[src/design/bgr_pkg.sv]
package bgr_pkg;

  // Item opcodes
  typedef enum logic {
    OP_LOAD   = 1'b0,
    OP_SAMPLE = 1'b1
  } op_t;

  // Configuration register indexes
  localparam logic [0:0] REG_GRID_SIDE = 1'b0;
  localparam logic [0:0] REG_TEX_RES   = 1'b1;

  localparam int CfgAddrBits = 1;
  localparam int CfgDataBits = 11;
  localparam int FracBits    = 16;

  // Controller to datapath commands
  typedef struct packed {
    logic       take;      // latch sample fields, start mapping
    logic       div_start; // start both axis divisions
    logic       rd_en;     // issue a corner read
    logic [1:0] rd_sel;    // which corner
    logic       lerp_go;   // run blend stage
    logic [1:0] lerp_sel;  // 0: top, 1: bottom, 2: vertical
    logic       fin;       // form result into output register
  } bgr_cmd_t;

  typedef struct packed {
    logic div_done;
  } bgr_sts_t;

endpackage

[src/design/bgr_ctrl.sv]
// Sequencer: a load is written on acceptance; a sample divides, reads four corners, blends.
module bgr_ctrl import bgr_pkg::*; (
  input  logic     clk,
  input  logic     rst,
  input  logic     in_valid,
  input  logic     in_op,
  output logic     in_ready,
  output logic     wr_en,
  output logic     out_valid,
  input  logic     out_ready,
  output bgr_cmd_t cmd,
  input  bgr_sts_t sts
);
  typedef enum logic [3:0] {
    S_IDLE, S_DIV, S_WAIT, S_RD0, S_RD1, S_RD2, S_RD3, S_GAP, S_LT, S_LB, S_LV, S_FIN
  } state_t;

  state_t state;
  logic   accept;
  logic   fin_ok;

  // New item whenever idle; a finished sample waits for the output register
  assign in_ready = (state == S_IDLE);
  assign accept   = in_valid && in_ready;
  assign wr_en    = accept && (in_op == OP_LOAD);
  assign fin_ok   = (state == S_FIN) && (!out_valid || out_ready);

  always_comb begin
    cmd = '0;
    cmd.take      = accept && (in_op == OP_SAMPLE);
    cmd.div_start = (state == S_DIV);
    case (state)
      S_RD0: begin cmd.rd_en = 1'b1; cmd.rd_sel = 2'd0; end
      S_RD1: begin cmd.rd_en = 1'b1; cmd.rd_sel = 2'd1; end
      S_RD2: begin cmd.rd_en = 1'b1; cmd.rd_sel = 2'd2; end
      S_RD3: begin cmd.rd_en = 1'b1; cmd.rd_sel = 2'd3; end
      S_LT:  begin cmd.lerp_go = 1'b1; cmd.lerp_sel = 2'd0; end
      S_LB:  begin cmd.lerp_go = 1'b1; cmd.lerp_sel = 2'd1; end
      S_LV:  begin cmd.lerp_go = 1'b1; cmd.lerp_sel = 2'd2; end
      S_FIN: cmd.fin = fin_ok;
      default: ;
    endcase
  end

  // A corner passes through the read register into a/b: corners 0/1 are held
  // in LT, corner 2 lands at the end of LT and corner 3 at the end of GAP
  always_ff @(posedge clk) begin
    if (rst) begin
      state     <= S_IDLE;
      out_valid <= 1'b0;
    end else begin
      if (fin_ok) out_valid <= 1'b1;
      else if (out_valid && out_ready) out_valid <= 1'b0;
      case (state)
        S_IDLE:  if (accept && in_op == OP_SAMPLE) state <= S_DIV;
        S_DIV:   state <= S_WAIT;
        S_WAIT:  if (sts.div_done) state <= S_RD0;
        S_RD0:   state <= S_RD1;
        S_RD1:   state <= S_RD2;
        S_RD2:   state <= S_LT;
        S_LT:    state <= S_RD3;
        S_RD3:   state <= S_GAP;
        S_GAP:   state <= S_LB;
        S_LB:    state <= S_LV;
        S_LV:    state <= S_FIN;
        S_FIN:   if (fin_ok) state <= S_IDLE;
        default: state <= S_IDLE;
      endcase
    end
  end

  assert property (@(posedge clk) disable iff (rst)
    (state == S_FIN) |=> out_valid)
    else $error("result lost at finish");
  assert property (@(posedge clk) disable iff (rst)
    out_valid && !out_ready |=> out_valid)
    else $error("pending result dropped");
  assert property (@(posedge clk) disable iff (rst)
    cmd.lerp_go |-> !cmd.rd_en)
    else $error("read and blend in one cycle");
endmodule

[config.mk]
export PLATFORM = sky130hd
export DESIGN_NAME = bgr_ctrl
export DESIGN_NICKNAME = d
export VERILOG_FILES = /design/src/design/bgr_pkg.sv /design/src/design/bgr_ctrl.sv
export SDC_FILE = /design/constraint.sdc
export NUM_CORES = 1
export LEC_CHECK = 0
export ABC_AREA = 1
export BUFFER_PORTS_ARGS = -buffer_cell sky130_fd_sc_hd__buf_2
export CORE_AREA = 2 2 39 41
export CTS_CLUSTER_DIAMETER = 60
export CTS_CLUSTER_SIZE = 40
export DETAILED_ROUTE_END_ITERATION = 7
export DIE_AREA = 0 0 41 43
export PLACE_DENSITY = 0.62
export SKIP_CTS_REPAIR_TIMING = 1
export SYNTH_ARGS = -nofsm -noshare
export SYNTH_HDL_FRONTEND = slang
export SYNTH_SLANG_ARGS = --single-unit
[constraint.sdc]
create_clock -name clk -period 2.55 [get_ports clk]
set_clock_uncertainty 0.05 [all_clocks]
set_input_delay 0.1275 -clock clk [delete_from_list [all_inputs] [get_ports clk]]
set_output_delay 0.1275 -clock clk [all_outputs]
set_load 0.02 [all_outputs]
==> results of run 1 <==
## how the worst min path moves through the flow
stage / startpoint / to / cells past startpoint
5_1_grt: rst / state[3]$_SDFFE_PP0P_ / 2
3_5_place_dp: rst / state[3]$_SDFFE_PP0P_ / 2
2_1_floorplan: rst / state[3]$_SDFFE_PP0P_ / 1
4_1_cts: rst / state[3]$_SDFFE_PP0P_ / 2
6_report: rst / state[3]$_SDFFE_PP0P_ / 2
3_3_place_gp: rst / out_valid$_SDFFE_PP0P_ / 2
## through the flow
step	cell area (um2)	setup slack [ps]
finish	530.5	1070
global route	530.5	903.3
CTS	530.5	1050
detailed placement	504.2	1290
global placement	504.2	1321
floorplan	429.2	1324
## logic make-up (layout without fill, tap and decap cells)
logic type,after synthesis,in the layout,share of synthesized area [%]
buffers and inverters,17,35,19.24
AND/OR/NAND/NOR,36,36,44.31
flip-flops,5,5,23.32
AO/OA/AOI/OAI,11,11,13.12
## metal layers
metal  GRT usage [%]  up-vias
met3           9.948        0
li1                -      247
met2           18.44       16
met4               0        0
met1           14.74      195
met5               0        -
## sequential cells by signal, indices dropped and copies added (netlist names)
register	count
state	4
out_valid	1
## report_power, final
group | leakage [nW] | internal [mW] | total (mW) | switching [mW]
clock network | 0.0150 | 0.0590 | 0.0894 | 0.0303
registers | 0.0410 | 0.101 | 0.150 | 0.0490
logic | 0.218 | 0.115 | 0.329 | 0.214
## cells in the final DEF (no fill, tap or decap), drive strengths merged
| cell type | netlist | layout |
|---|---|---|
| a21oi | 4 | 4 |
| a31oi | 1 | 1 |
| buf | 3 | 17 |
| clkbuf | 0 | 4 |
| dfxtp | 5 | 5 |
| inv | 14 | 14 |
| nand2 | 10 | 10 |
| nand3 | 4 | 4 |
| nor2 | 18 | 18 |
| nor3 | 4 | 4 |
| o21ai | 6 | 6 |
## worst max-delay path, stage by stage, from the launching register on
cell	delay, ps
dfxtp_1	550
nor2_1	100
nand2_1	120
inv_2	50
nand2_1	70
nor2_1	40
buf_2	150
## layout make-up
| type | instances | area, um2 |
|---|---|---|
| fillers | 151 | 853.3 |
| repair buffers | 17 | 85.08 |
| flip-flops and latches | 5 | 100.1 |
| inverters | 14 | 52.55 |
| well taps | 16 | 20.02 |
| clock buffers | 4 | 26.28 |
| multi-input cells | 47 | 246.5 |
==> summary.txt, run 1 <==
Run status
  – Outcome: finished, final reports clean

Drt
  – ANT nets after route: 0
  – Top sig layer: met3
  – Met2 wire length: 381 um
  – Via Count: 458
  – Total wire length: 871 um
  – Wire length per cell: 8.456 um
  – Metal3 WL: 86 um
  – TritonRoute pass-1 iters: 3
  – Met1 wire length: 403 um
  – Vias per cell: 4.447
  – DRC: 0
  – Iter 0 DRT Violations: 1

Setup path
  – R2r endpoint: state[0]$_SDFFE_PP0P_
  – CP startpoint: state[2]$_SDFFE_PP0P_
  – Data required, critical path: roughly 2400 ps
  – Reg-to-reg critical path startpoint: state[2]$_SDFFE_PP0P_
  – Crit. End Element: primary output
  – Critical Path AT: approximately 1300 ps
  – Cells on worst reg2reg path: 7
  – R2r setup slk: 1290 ps
  – CP max FO: 11
  – Worst setup SP type: flop
  – WS Path Type: flop to primary output
  – CP endpoint: wr_en

Layout
  – Fin util: a little under two fifths
  – Nets: 94
  – Layout cell share with drive strength beyond 1: around 41%
  – Synth-to-Final Area Change: 23.62%
  – Inserted Diodes: 0
  – Final Non-Filler Cells: between 100 and 150

Floorplanning
  – Initial Util: 31.01%
  – Core box area: 1384 um2
  – # rows: 14
  – Die ar.: between 1500 and 2000 um2
  – IO Count: 18
  – Die X: slightly above 40 um
  – Die Ht: 43 um

Yosys
  – Yosys reg bits: 5
  – Cell count after synthesis: 69
  – Most frequent cell after synthesis: nor2_1
  – Post-synth top area share: 23.32%
  – Register area share after synthesis: 23.32%
  – Syn nets: 75
  – Post-Syn Area per Cell: between 6 and 7 um2
  – Biggest area consumer among synthesized cells: dfxtp_1
  – Top_reg_cell synth: dfxtp_1
  – Post-synth top cells: nor2_1, inv_1, nand2_1
  – Dominant cells by area after synthesis: dfxtp_1, nor2_1, inv_1
  – Yosys cell types: 18
  – Post-synth ARST share: 0%
  – Post-Syn Area: around 430 um2
  – Yosys Warn Count: 0
  – Post-synth EDFFs: 0

Place
  – DP Cell Count: 99
  – Port bufs: 17
  – Detailed Place HPWL: 747.2 um
  – Placer Congestion: 0.7855

STA
  – Final Critical Period: 1480 ps
  – Final Hold Fails: 0
  – Unrepaired setup endpoints after global routing: false
  – F_max: 675.6 MHz
  – Max-slew violation count: 0
  – Worst-Margin Slew: 386.5 ps
  – TNS Setup: 0 ps
  – Final Setup Violations: 0
  – Tcrit/Tclk final: ~58%
  – Worst relative slew slack: 74.20%
  – Min Hold Slack: between 50 and 60 ps

Global routing
  – GRT Overall Usage: about an eighth
  – Largest net degree at the start of global routing: 12
  – Initial antenna violation count: 0
  – Vias in the first global route: 406
  – Global route overflow: 0
  – First-pass GRT wire length: approximately 1500 um

Pwr
  – Leak: 0.2737 nW
  – PwrDens: 1072 nW/um2
  – Power after layout: 0.5689 mW
  – Worst vdd ir: 0.0004578 V

Clock tree
  – Clock Latency Late Sink: between 200 and 250 ps
  – Clk buf depth: 2
  – Total CTS buffers: 3
  – CTS HTree Levels: 1
  – CTS Root Cell: clkbuf_4
  – Clock Pin Slew Worst Setup and Hold Paths: 40 ps
  – CTS tree: built
  – CTS sink cnt: 5

Worst hold path
  – Hold WC Path Type: input port to flop

Run
  – Max-cap violations: 0
(Power assumes the default switching activity.)
==> run 2: changes to the inputs <==
==> constraint.sdc (replaced) <==
create_clock -name clk -period 1.4 [get_ports clk]
set_clock_uncertainty 0.05 [all_clocks]
set_input_delay 0.07 -clock clk [delete_from_list [all_inputs] [get_ports clk]]
set_output_delay 0.07 -clock clk [all_outputs]
set_load 0.02 [all_outputs]
==> summary.txt, run 2 (synthesis results as in run 1) <==
Drt
  – Total wire length: 892 um (+2.4%)
  – Wire length per cell: 8.577 um (+1.4%)
  – Iter 0 DRT Violations: 5 (+4)
  – Via Count: 461 (+0.66%)
  – Vias per cell: 4.433 (-0.31%)
  – TritonRoute pass-1 iters: 3 (unchanged)
  – DRC: 0 (unchanged)
  – ANT nets after route: 0 (unchanged)

Layout
  – Most frequent cells in the layout: buf_2, nor2_1, inv_1
  – Most common cell after layout, fill and taps aside: buf_2
  – Fill cell count: 157 (+4.0%)
  – Nets: 95 (+1.1%)
  – Layout cell share with drive strength beyond 1: 46.59% (+5.2 points)
  – Top Registers: state: 4 flops, out_valid: 1 flops
  – Final Non-Filler Cells: 104 (+0.97%)
  – Reg with most FFs: state
  – Max reg flops: 4 (unchanged)
  – Synth-to-Final Area Change: 30.61%
  – Inserted Diodes: 0 (unchanged)

Setup path
  – CP most frequent cell: inv_2
  – Critical Path AT: 1190 ps (-110 ps)
  – CP startpoint: state[3]$_SDFFE_PP0P_
  – Crit. End Element: primary output
  – WS Path Type: flop to primary output
  – R2r setup slk: 330 ps (-960 ps)
  – Critical Path, Cell by Cell: inv_2 -> nor2_4 -> inv_2 -> nor3_2 -> buf_4
  – Worst setup SP type: flop
  – Data required, critical path: 1280 ps (-1090 ps)
  – CP peak stage delay: 360 ps (-190 ps)
  – Cell count along the critical path: 5 (-1)
  – CP max FO: 5 (-6)
  – R2r endpoint: state[0]$_SDFFE_PP0P_
  – CP endpoint: cmd[0]
  – Worst path top cell family by delay: flip-flops
  – Slowest CP cell: dfxtp_2
  – Cells on worst reg2reg path: 7 (unchanged)
  – Reg-to-reg critical path startpoint: state[0]$_SDFFE_PP0P_
  – Crit path buffers/inverters: 3 (+1)

Pwr
  – Leak: 0.2808 nW (+2.6%)
  – Comb pwr share: 57.2% (-0.7 points)
  – Worst vdd ir: 0.0008640 V (+89%)
  – PwrDens: 1920 nW/um2 (+79%)
  – Flop pwr share: 27.3% (+0.9 points)
  – Sw Ratio: 50.43% (-1.1 points)
  – Psw: 0.5428 mW (+85%)
  – Clk network pwr share: 15.5% (-0.2 points)
  – Power after layout: 1.076 mW (+89%)
  – Int Pwr: 0.5335 mW (+93%)

Clock tree
  – CTS tree: built
  – Clock Latency Late Sink: 240 ps (about the same)
  – CTS HTree Levels: 1 (unchanged)
  – CTS sink cnt: 5 (unchanged)
  – CTS Root Cell: clkbuf_4
  – Clock Pin Slew Worst Setup and Hold Paths: 40 ps (about the same)
  – Total CTS buffers: 3 (unchanged)
  – Clk buf depth: 2 (unchanged)

STA
  – Final Setup Violations: 0 (unchanged)
  – Worst relative slew slack: 85.88% (+12 points)
  – Final Hold Fails: 0 (unchanged)
  – Max-slew violation count: 0 (unchanged)
  – Min Hold Slack: 107.3 ps (+50.92 ps)
  – F_max: 762.4 MHz
  – TNS Setup: 0 ps (unchanged)
  – Tcrit/Tclk final: 93.69%
  – Worst-Margin Slew: 209.7 ps (-176.9 ps)
  – Final Critical Period: roughly 1300 ps

Global routing
  – Initial antenna violation count: 0 (unchanged)
  – Global route overflow: 0 (unchanged)
  – First-pass GRT wire length: 1483 um (-0.94%)
  – Largest net degree at the start of global routing: 12 (unchanged)
  – Vias in the first global route: 400 (-1.5%)
  – GRT Overall Usage: 12.75% (+0.31 points)

Worst hold path
  – Hold Startpoint: out_ready
  – Hold WC Path Type: input port to flop
  – Hold Path Cell Cnt: 4 (+2)

Place
  – Detailed Place HPWL: 739.7 um (-1.0%)
  – DP Cell Count: 99 (unchanged)
  – Placer Congestion: 0.7878 (+0.29%)
  – Port bufs: 17 (unchanged)

Floorplanning
  – Die X: 41 um (unchanged)
  – IO Count: 18 (unchanged)
  – # rows: 14 (unchanged)
  – Initial Util: 31.01% (unchanged)
  – Die ar.: 1763 um2 (unchanged)
  – Die Ht: 43 um (unchanged)
  – Core box area: 1384 um2 (unchanged)

Run
  – Max-cap violations: 0 (unchanged)

Run status
  – Outcome: finished, final reports clean
[run 2: layout make-up]
cell class	count	area [um2]	area share, %
Multi-Input combinational cell	47	249.0	44.42
Inverter	14	52.55	9.375
Sequential cell	5	110.1	19.64
Clock buffer	4	26.28	4.687
Timing Repair Buffer	18	102.6	18.30
Tap cell	16	20.02	3.571
[run 2: worst min path at each step]
stage	end	slack, ps
2_1_floorplan	state[3]$_SDFFE_PP0P_	90
3_3_place_gp	out_valid$_SDFFE_PP0P_	250
3_5_place_dp	state[3]$_SDFFE_PP0P_	250
4_1_cts	out_valid$_SDFFE_PP0P_	-8
5_1_grt	out_valid$_SDFFE_PP0P_	120
6_report	out_valid$_SDFFE_PP0P_	110
[run 2: per-stage QoR]
step	utilization (%)	cell area [um2]	setup WS (ps)
after floorplan	-	429.2	231.0
after global placement	36.44	504.2	190.4
after detailed placement	36.44	504.2	145.2
after CTS	38.34	530.5	-47.71
after global routing	40.51	560.5	-12.88
final	40.51	560.5	88.37
[run 2: layer usage]
layer,GRT usage [%],vias to the layer above,share of wire (%)
met4,4.000,0,0
met3,9.424,0,9.9
met5,0,-,0
met1,14.47,189,45
li1,-,255,-
met2,18.13,17,45
[run 2: power by group through the flow]
stage	combinational (mW)	sequential (mW)	clock (mW)
2_1_floorplan	0.560	0.218	0
3_3_place_gp	0.605	0.275	0
3_5_place_dp	0.607	0.275	0
4_1_cts	0.611	0.273	0.175
5_1_grt	0.705	0.304	0.186
6_report	0.616	0.293	0.167
[run 2: tightest hold or removal path: cells and delay by family]
family | cells | cell delay [ps]
buf+inv | 1 | 100
simple gates | 3 | 190
